$ cat config.mk
export PLATFORM = sky130hd
export DESIGN_NAME = lfo_waveform_generator_flat
export DESIGN_NICKNAME = d
export VERILOG_FILES = /design/src/hdl/lfo_pkg.sv /design/src/hdl/lfo_tick_if.sv /design/src/hdl/lfo_sample_if.sv /design/src/hdl/lfo_cfg_if.sv /design/src/hdl/lfo_shaper.sv /design/src/hdl/lfo_waveform_generator.sv /design/src/flat_wrapper.sv
export SDC_FILE = /design/constraint.sdc
export NUM_CORES = 1
export LEC_CHECK = 0
export BUFFER_PORTS_ARGS = -buffer_cell sky130_fd_sc_hd__buf_2
export CAP_MARGIN = 20
export CELL_PAD_IN_SITES_DETAIL_PLACEMENT = 1
export CELL_PAD_IN_SITES_GLOBAL_PLACEMENT = 1
export CORE_UTILIZATION = 43
export CTS_BUF_LIST = sky130_fd_sc_hd__clkbuf_8 sky130_fd_sc_hd__clkbuf_16
export CTS_CLUSTER_DIAMETER = 40
export DETAILED_ROUTE_END_ITERATION = 12
export PLACE_DENSITY = 0.76
export SKIP_CTS_REPAIR_TIMING = 1
export SLEW_MARGIN = 20
export SYNTH_ARGS = -nofsm -noshare
export SYNTH_HDL_FRONTEND = slang
export SYNTH_SLANG_ARGS = --single-unit
$ cat constraint.sdc
create_clock -name clk -period 5.7 [get_ports clk]
set_clock_uncertainty 0.15 [all_clocks]
set_input_delay 1.14 -clock clk [delete_from_list [all_inputs] [get_ports clk]]
set_output_delay 1.14 -clock clk [all_outputs]
set_load 0.005 [all_outputs]
$ cat src/hdl/lfo_pkg.sv
`timescale 1ns / 1ps

package lfo_pkg;

  localparam int PHASE_BITS_DEFAULT = 32;
  localparam int SINE_DEPTH_DEFAULT = 256;

  localparam int CFG_INDEX_W = 2;
  localparam int CFG_DATA_W  = 32;
  localparam int INC_W       = 32;
  localparam int SAMPLE_W    = 16;
  localparam int PHASE_TOP_W = 16;
  localparam int SINE_W      = 15;

  // Pi in Q30, used to build the quarter-wave table.
  localparam logic [63:0] PiQ30 = 64'd3373259426;
  localparam logic [63:0] Q30One = 64'd1 << 30;

  typedef enum logic [CFG_INDEX_W-1:0] {
    REG_PHASE_INCREMENT = 2'd0,
    REG_WAVE_SHAPE      = 2'd1,
    REG_KEY_SYNC_ENABLE = 2'd2
  } reg_index_t;

  typedef enum logic [1:0] {
    SHAPE_SAW      = 2'd0,
    SHAPE_TRIANGLE = 2'd1,
    SHAPE_SQUARE   = 2'd2,
    SHAPE_SINE     = 2'd3
  } wave_shape_t;

  // One quarter-wave table entry from its angle x (Q30 radians): a nested
  // Taylor series with truncating products, rounded to Q0.15.
  function automatic logic [SINE_W-1:0] sine_entry(input logic [63:0] x);
    logic [63:0] x2;
    logic [63:0] t;
    logic [63:0] s;
    x2 = (x * x) >> 30;
    t  = Q30One;
    t  = Q30One - (((x2 * t) >> 30) / 156);
    t  = Q30One - (((x2 * t) >> 30) / 110);
    t  = Q30One - (((x2 * t) >> 30) / 72);
    t  = Q30One - (((x2 * t) >> 30) / 42);
    t  = Q30One - (((x2 * t) >> 30) / 20);
    t  = Q30One - (((x2 * t) >> 30) / 6);
    s  = (x * t) >> 30;
    s  = (s * 64'd32767 + (Q30One >> 1)) >> 30;
    if (s > 64'd32767) begin
      s = 64'd32767;
    end
    return s[SINE_W-1:0];
  endfunction

endpackage

$ cat src/hdl/lfo_tick_if.sv
`timescale 1ns / 1ps

interface lfo_tick_if;
  logic valid;
  logic ready;
  logic retrigger;

  modport source (output valid, output retrigger, input ready);
  modport sink (input valid, input retrigger, output ready);
endinterface

$ cat src/hdl/lfo_sample_if.sv
`timescale 1ns / 1ps

interface lfo_sample_if;
  logic valid;
  logic ready;
  logic signed [lfo_pkg::SAMPLE_W-1:0] sample_value;

  modport source (output valid, output sample_value, input ready);
  modport sink (input valid, input sample_value, output ready);
endinterface

$ cat src/hdl/lfo_cfg_if.sv
`timescale 1ns / 1ps

interface lfo_cfg_if;
  logic valid;
  logic ready;
  logic [lfo_pkg::CFG_INDEX_W-1:0] index;
  logic [lfo_pkg::CFG_DATA_W-1:0] data;

  modport source (output valid, output index, output data, input ready);
  modport sink (input valid, input index, input data, output ready);
endinterface

$ cat src/hdl/lfo_shaper.sv
`timescale 1ns / 1ps

module lfo_shaper #(
  parameter int SINE_TABLE_DEPTH = lfo_pkg::SINE_DEPTH_DEFAULT
) (
  input  logic [lfo_pkg::PHASE_TOP_W-1:0]   phase_top,
  input  lfo_pkg::wave_shape_t              shape,
  output logic signed [lfo_pkg::SAMPLE_W-1:0] value
);

  localparam int IdxW = $clog2(SINE_TABLE_DEPTH);
  localparam logic [IdxW:0] Depth = (IdxW + 1)'(SINE_TABLE_DEPTH);

  logic [lfo_pkg::SINE_W-1:0] rom [SINE_TABLE_DEPTH];

  // Quarter-wave table, fixed at elaboration.
  for (genvar i = 0; i < SINE_TABLE_DEPTH; i++) begin : g_rom
    localparam logic [63:0] Angle = (lfo_pkg::PiQ30 * 64'(i)) / (2 * SINE_TABLE_DEPTH);
    assign rom[i] = lfo_pkg::sine_entry(Angle);
  end

  logic signed [16:0] centered;
  logic [15:0] offset_mag;
  logic signed [17:0] tri_wide;
  logic [1:0] quadrant;
  logic [13:0] frac;
  logic [IdxW+14:0] prod;
  logic [IdxW:0] k;
  logic [IdxW:0] j;
  logic [lfo_pkg::SINE_W-1:0] sine_mag;
  logic signed [lfo_pkg::SAMPLE_W-1:0] sine_val;

  always_comb begin
    centered = $signed({1'b0, phase_top}) - 17'sd32768;
    offset_mag = centered[16] ? 16'(-centered) : centered[15:0];
    tri_wide = 18'sd32768 - $signed({1'b0, offset_mag, 1'b0});

    quadrant = phase_top[15:14];
    frac = phase_top[13:0];
    prod = (IdxW + 15)'(frac) * (IdxW + 15)'(Depth);
    k = prod[IdxW+14:14];
    j = quadrant[0] ? (Depth - k) : k;
    // The mirrored read at the quadrant edge lands one past the table: full scale.
    if (j >= Depth) begin
      sine_mag = 15'h7fff;
    end else begin
      sine_mag = rom[j[IdxW-1:0]];
    end
    sine_val = quadrant[1] ? -$signed({1'b0, sine_mag}) : $signed({1'b0, sine_mag});

    case (shape)
      lfo_pkg::SHAPE_SAW: begin
        value = centered[15:0];
      end
      lfo_pkg::SHAPE_TRIANGLE: begin
        value = (tri_wide > 18'sd32767) ? 16'sd32767 : tri_wide[15:0];
      end
      lfo_pkg::SHAPE_SQUARE: begin
        value = phase_top[15] ? -16'sd32768 : 16'sd32767;
      end
      lfo_pkg::SHAPE_SINE: begin
        value = sine_val;
      end
      default: begin
        value = '0;
      end
    endcase
  end

endmodule

$ cat src/hdl/lfo_waveform_generator.sv
`timescale 1ns / 1ps

// Low-frequency oscillator: every tick transfer produces exactly one Q1.15
// sample transfer of the selected waveform (saw, triangle, square or
// quarter-wave sine) at the current phase, after which the phase advances by
// phase_increment. With key_sync_enable set, a tick carrying retrigger starts
// from phase zero. The block takes one tick per clock cycle unless sample
// back-pressure stalls it; a sample passes the phase register stage, then the
// waveform result register. Registers must be written by the user through cfg
// only while no tick is in flight; the block itself does not enforce this.
module lfo_waveform_generator #(
  parameter int PHASE_BITS       = lfo_pkg::PHASE_BITS_DEFAULT,
  parameter int SINE_TABLE_DEPTH = lfo_pkg::SINE_DEPTH_DEFAULT
) (
  input logic clk,
  input logic rst,
  lfo_tick_if.sink     tick,
  lfo_sample_if.source sample,
  lfo_cfg_if.sink      cfg
);

  logic [lfo_pkg::INC_W-1:0] phase_increment;
  lfo_pkg::wave_shape_t wave_shape;
  logic key_sync_enable;

  logic [PHASE_BITS-1:0] phase_acc;
  logic [PHASE_BITS-1:0] phase_cur;
  logic [PHASE_BITS-1:0] inc;

  logic stage_valid;
  logic [lfo_pkg::PHASE_TOP_W-1:0] stage_phase;
  logic stage_load;
  logic tick_fire;

  logic out_valid;
  logic signed [lfo_pkg::SAMPLE_W-1:0] out_value;
  logic signed [lfo_pkg::SAMPLE_W-1:0] shaped;

  // Scale the 32-bit increment to the accumulator width.
  if (PHASE_BITS >= lfo_pkg::INC_W) begin : g_inc_up
    assign inc = PHASE_BITS'(phase_increment) << (PHASE_BITS - lfo_pkg::INC_W);
  end else begin : g_inc_dn
    assign inc = PHASE_BITS'(phase_increment >> (lfo_pkg::INC_W - PHASE_BITS));
  end

  assign cfg.ready = 1'b1;

  always_ff @(posedge clk) begin
    if (rst) begin
      phase_increment <= '0;
      wave_shape <= lfo_pkg::SHAPE_SAW;
      key_sync_enable <= 1'b1;
    end else if (cfg.valid) begin
      case (cfg.index)
        lfo_pkg::REG_PHASE_INCREMENT: begin
          phase_increment <= cfg.data;
        end
        lfo_pkg::REG_WAVE_SHAPE: begin
          wave_shape <= lfo_pkg::wave_shape_t'(cfg.data[1:0]);
        end
        lfo_pkg::REG_KEY_SYNC_ENABLE: begin
          key_sync_enable <= cfg.data[0];
        end
        default: begin
        end
      endcase
    end
  end

  // The result register takes a new sample whenever it is empty or being drained.
  assign stage_load = stage_valid && (!out_valid || sample.ready);
  assign tick.ready = !stage_valid || stage_load;
  assign tick_fire = tick.valid && tick.ready;

  assign phase_cur = (key_sync_enable && tick.retrigger) ? '0 : phase_acc;

  always_ff @(posedge clk) begin
    if (rst) begin
      phase_acc <= '0;
      stage_valid <= 1'b0;
    end else begin
      if (tick_fire) begin
        phase_acc <= phase_cur + inc;
        stage_valid <= 1'b1;
      end else if (stage_load) begin
        stage_valid <= 1'b0;
      end
    end
  end

  always_ff @(posedge clk) begin
    if (tick_fire) begin
      stage_phase <= phase_cur[PHASE_BITS-1 -: lfo_pkg::PHASE_TOP_W];
    end
  end

  lfo_shaper #(
    .SINE_TABLE_DEPTH(SINE_TABLE_DEPTH)
  ) u_shaper (
    .phase_top(stage_phase),
    .shape(wave_shape),
    .value(shaped)
  );

  always_ff @(posedge clk) begin
    if (rst) begin
      out_valid <= 1'b0;
    end else if (stage_load) begin
      out_valid <= 1'b1;
    end else if (sample.ready) begin
      out_valid <= 1'b0;
    end
  end

  always_ff @(posedge clk) begin
    if (stage_load) begin
      out_value <= shaped;
    end
  end

  assign sample.valid = out_valid;
  assign sample.sample_value = out_value;

endmodule
$ cat src/flat_wrapper.sv
// flat-port wrapper written by rule: the top's interface ports become plain ports
module lfo_waveform_generator_flat 
#(
  parameter int PHASE_BITS       = lfo_pkg::PHASE_BITS_DEFAULT,
  parameter int SINE_TABLE_DEPTH = lfo_pkg::SINE_DEPTH_DEFAULT
)
  (clk, rst, tick_valid, tick_retrigger, tick_ready, sample_valid, sample_sample_value, sample_ready, cfg_valid, cfg_index, cfg_data, cfg_ready);
  lfo_tick_if tick_i ();
  lfo_sample_if sample_i ();
  lfo_cfg_if cfg_i ();
  input logic clk;
  input logic rst;
  input wire logic [$bits(tick_i.valid)-1:0] tick_valid;
  input wire logic [$bits(tick_i.retrigger)-1:0] tick_retrigger;
  output wire logic [$bits(tick_i.ready)-1:0] tick_ready;
  output wire logic [$bits(sample_i.valid)-1:0] sample_valid;
  output wire logic [$bits(sample_i.sample_value)-1:0] sample_sample_value;
  input wire logic [$bits(sample_i.ready)-1:0] sample_ready;
  input wire logic [$bits(cfg_i.valid)-1:0] cfg_valid;
  input wire logic [$bits(cfg_i.index)-1:0] cfg_index;
  input wire logic [$bits(cfg_i.data)-1:0] cfg_data;
  output wire logic [$bits(cfg_i.ready)-1:0] cfg_ready;
  assign tick_i.valid = tick_valid;
  assign tick_i.retrigger = tick_retrigger;
  assign tick_ready = tick_i.ready;
  assign sample_valid = sample_i.valid;
  assign sample_sample_value = sample_i.sample_value;
  assign sample_i.ready = sample_ready;
  assign cfg_i.valid = cfg_valid;
  assign cfg_i.index = cfg_index;
  assign cfg_i.data = cfg_data;
  assign cfg_ready = cfg_i.ready;
  lfo_waveform_generator #(.PHASE_BITS(PHASE_BITS), .SINE_TABLE_DEPTH(SINE_TABLE_DEPTH)) u_core (.clk(clk), .rst(rst), .tick(tick_i), .sample(sample_i), .cfg(cfg_i));
endmodule
==> flow_summary_export.csv <==
group,metric,value,unit
outcome,status,"complete, no violations",
worst_setup_path,timing.critical_path.mode_cell,"sky130_fd_sc_hd__inv_1",
sta,max-slew-margin-rel,31.56,%
global_routing,gr-total-overflow,0,
die,die_area,30640,um2
layout,fillerInstances,3722,
sta,achievable-frequency,185.8,MHz
clock_network,cts-htree-levels,3,
synth,ys_seq_area_share,18.19,%
routing,drc_violation_count_after_routing,0,
worst_setup_path,timing.critical_path.cells,"inv_1, ha_1, mux2_2, ha_1, inv_1, a21oi_1, o31a_1, a221oi_1, nor3_1, a211oi_1, o32ai_2, inv_1, ha_1, inv_1, nor4_1, a31oi_1, xnor2_1, a32o_1",
layout,drive_above_1_share,13.57,%
synth,synth.net_count,1882,
sta,setup-tns-final,0,ps
pwr,power.ir.vdd_worst,0.1397,mV
global_routing,via_count_of_the_first_global_routing_pass,15010,
clock_network,clk_pin_slew_worst_paths,90,ps
sta,finalHoldViolCount,0,
routing,via_density_per_instance,7.048,
clock_network,cts_made_buffers,9,
synth,synthesis.yosys.warnings,0,
routing,first_pass_iters,6,
die,die_h,175.0,um
synth,synth-async-reset-ratio,0,%
die,start_util,44.26,%
routing,wl_per_cell,28.56,um
global_routing,global_route.usage.total,39.89,%
worst_hold_path,worstHoldPathType,"reg2reg",
placement,gpl.final_weighted_congestion,1.028,
clock_network,cts_root_buf,"sky130_fd_sc_hd__clkbuf_16",
die,fp.coreArea,29090,um2
placement,port-buffer-count,57,
pwr,power_density,197.9,nW/um2
routing,dr_total_vias,15280,
worst_setup_path,worstSetupEndpointType,"flip-flop",
worst_setup_path,cp-start-kind,"flip-flop",
global_routing,initial_antenna_violation_count,0,
die,core.rowCount,62,
clock_network,tritoncts,"yes",
clock_network,clkSinkCount,101,
synth,post_synth_num_cell_types,111,
worst_setup_path,maximum_fanout_count_along_the_critical_path,9,
worst_setup_path,critical_path_class,"reg2reg",
synth,postSynthAreaPerCell,7.201,um2
synth,synth_flop_cell,"sky130_fd_sc_hd__dfxtp_1",
sta,min_period_over_period,94.42,%
synth,synth_edf_count,32,
pwr,power.leakage,0.005135,uW
sta,timing.final.crit_period,5382,ps
global_routing,grt_first_pass_wirelength,93.87,mm
routing,drt_iter0_markers,1897,
worst_setup_path,critical-path-max-stage-delay,630,ps
sta,timing_worst_slew_pin_value,1026,ps
sta,post-route-worst-setup-slack,317.9,ps
worst_setup_path,worstPathRequired,5680,ps
run,max_cap_viols,0,
placement,dpl_worst_slack,450.9,ps
sta,slew_viol_final,0,
clock_network,clkLatencyLatePin,370,ps
layout,finish.net_count,1873,
routing,antenna_violating_nets_post_route,0,
pwr,total_chip_power,2731,uW
clock_network,clock_tree.buffer_depth,2,
sta,setup-violations-final,0,
routing,route.final.wire_length,61.91,mm
die,ioPinCount,59,
layout,antenna_cells_inserted,0,
synth,synth_cells,1788,
synth,netlist_area,12870,um2
global_routing,grt_start_max_net_pins,93,
worst_setup_path,arrival,5360,ps
sta,setup_repair_after_global_routing_missed_its_margin,"false",
layout,areaGrowthSynthToFinish,7.172,%
worst_setup_path,slowest_cell_on_crit_path,"sky130_fd_sc_hd__a221oi_1",
placement,detailedPlacementHpwl,45.70,mm
die,chipWidth,175.0,um
synth,postSynthRegisterBits,101,
[kinds of logic (layout without fill, tap and decap cells)]
family,count (synthesis),after routing,share of synthesized area [%]
XOR/XNOR,68,68,5.034
flip-flops,101,101,18.19
AND/OR/NAND/NOR,651,651,24.74
adder cells (fa/ha/maj),54,54,5.306
buffers and inverters,212,208,8.387
multiplexers,40,40,3.207
AO/OA/AOI/OAI,661,661,35.10
other,1,1,0.02913
[synth_stat cells, drive strengths merged, types with 12 or more instances]
cell type / n / share of area, %
or3: 13 / 0.67
dfxtp: 69 / 11
buf: 99 / 5.1
a21oi: 190 / 7.4
a211oi: 46 / 2.7
nor2b: 19 / 0.92
xnor2: 46 / 3.5
or2: 12 / 0.58
o31ai: 19 / 1.4
nand2b: 23 / 1.1
nor3: 58 / 2.4
inv: 36 / 1.0
xor2: 22 / 1.6
nor2: 154 / 4.5
nand3: 49 / 2.0
edfxtp: 32 / 7.5
o22ai: 23 / 1.1
mux2i: 30 / 2.3
nand2: 214 / 6.3
nand4: 12 / 0.58
ha: 53 / 5.2
nor4: 16 / 1.0
a22oi: 14 / 0.82
a2111oi: 12 / 0.82
and2: 35 / 1.7
o21ai: 101 / 4.0
a21o: 15 / 0.87
o221ai: 17 / 1.2
clkbuf: 74 / 2.2
a221oi: 18 / 1.4
a31oi: 31 / 1.6
o211ai: 35 / 2.1
[layout by cell type (no fill, tap or decap), types with 43 or more instances in the layout]
| cell | instances |
|---|---|
| sky130_fd_sc_hd__a211oi_1 | 45 |
| sky130_fd_sc_hd__a21oi_1 | 190 |
| sky130_fd_sc_hd__buf_2 | 57 |
| sky130_fd_sc_hd__buf_4 | 92 |
| sky130_fd_sc_hd__dfxtp_1 | 69 |
| sky130_fd_sc_hd__ha_1 | 52 |
| sky130_fd_sc_hd__nand2_1 | 212 |
| sky130_fd_sc_hd__nand3_1 | 47 |
| sky130_fd_sc_hd__nor2_1 | 152 |
| sky130_fd_sc_hd__nor3_1 | 54 |
| sky130_fd_sc_hd__o21ai_0 | 95 |
| sky130_fd_sc_hd__xnor2_1 | 43 |
[power breakdown]
group | switching [uW] | internal, uW | total (uW)
registers | 35.1 | 770 | 806
logic | 858 | 417 | 1270
clock network | 341 | 310 | 651
[state kept, by name (all words and copies together) (netlist names)]
name	flops
u_core.inc	32
u_core.stage_valid	1
u_core.phase_acc	32
u_core.stage_phase	16
u_core.sample.valid	1
u_core.sample.sample_value	16
u_core.key_sync_enable	1
u_core.wave_shape	2
[critical path, delay by kind of cell (launching register included)]
family / cells / cell delay (ps)
muxes: 1 / 290
DFF: 1 / 420
and+or+nand+nor: 2 / 490
buffers and inverters: 4 / 750
adders and majority gates: 3 / 880
AOI/OAI and AO/OA: 7 / 2000
xor gates and xnor gates: 1 / 170
[cell type report]
cell class                      count  area, um2  share of cell area (%)
Inverter                           39      146.4                   1.061
Timing Repair Buffer              153       1056                   7.653
Sequential cell                   101       2342                   16.98
Clock buffer                        9      225.2                   1.632
Tap cell                          384      480.5                   3.482
Multi-Input combinational cell   1475       9485                   68.74
Clock inverter                      7      62.56                  0.4534
[stage by stage]
step	std cells	hold WS, ps	util, %	cell area, um2
after floorplan	1788	277.3	-	12880
after global placement	2152	282.8	46.44	13510
after detailed placement	2152	289.4	46.44	13510
after CTS	2168	300.7	47.43	13800
after global routing	2168	323.9	47.43	13800
final	2168	297.6	47.43	13800
[metal layers]
layer	wire [um]	vias to the layer above	GRT usage (%)
met5	0	-	0
met4	3368	0	19.13
met3	5420	206	6.789
met2	27530	857	62.60
met1	25600	7543	52.86
li1	-	6674	-
[path summary, 6_finish.rpt]
check | cells after the start | endpoint | from | slack [ps]
setup / recovery | 18 | u_core.sample.sample_value[10]$_DFFE_PP_ | u_core.stage_phase[7]$_DFFE_PP_ | 320
hold reg to reg | 2 | u_core.phase_acc[23]$_SDFFE_PP0P_ | u_core.phase_acc[23]$_SDFFE_PP0P_ | 300
hold / removal | 2 | u_core.phase_acc[23]$_SDFFE_PP0P_ | u_core.phase_acc[23]$_SDFFE_PP0P_ | 300
setup reg to reg | 18 | u_core.sample.sample_value[10]$_DFFE_PP_ | u_core.stage_phase[7]$_DFFE_PP_ | 320
Power figures use the tool's default switching activity.
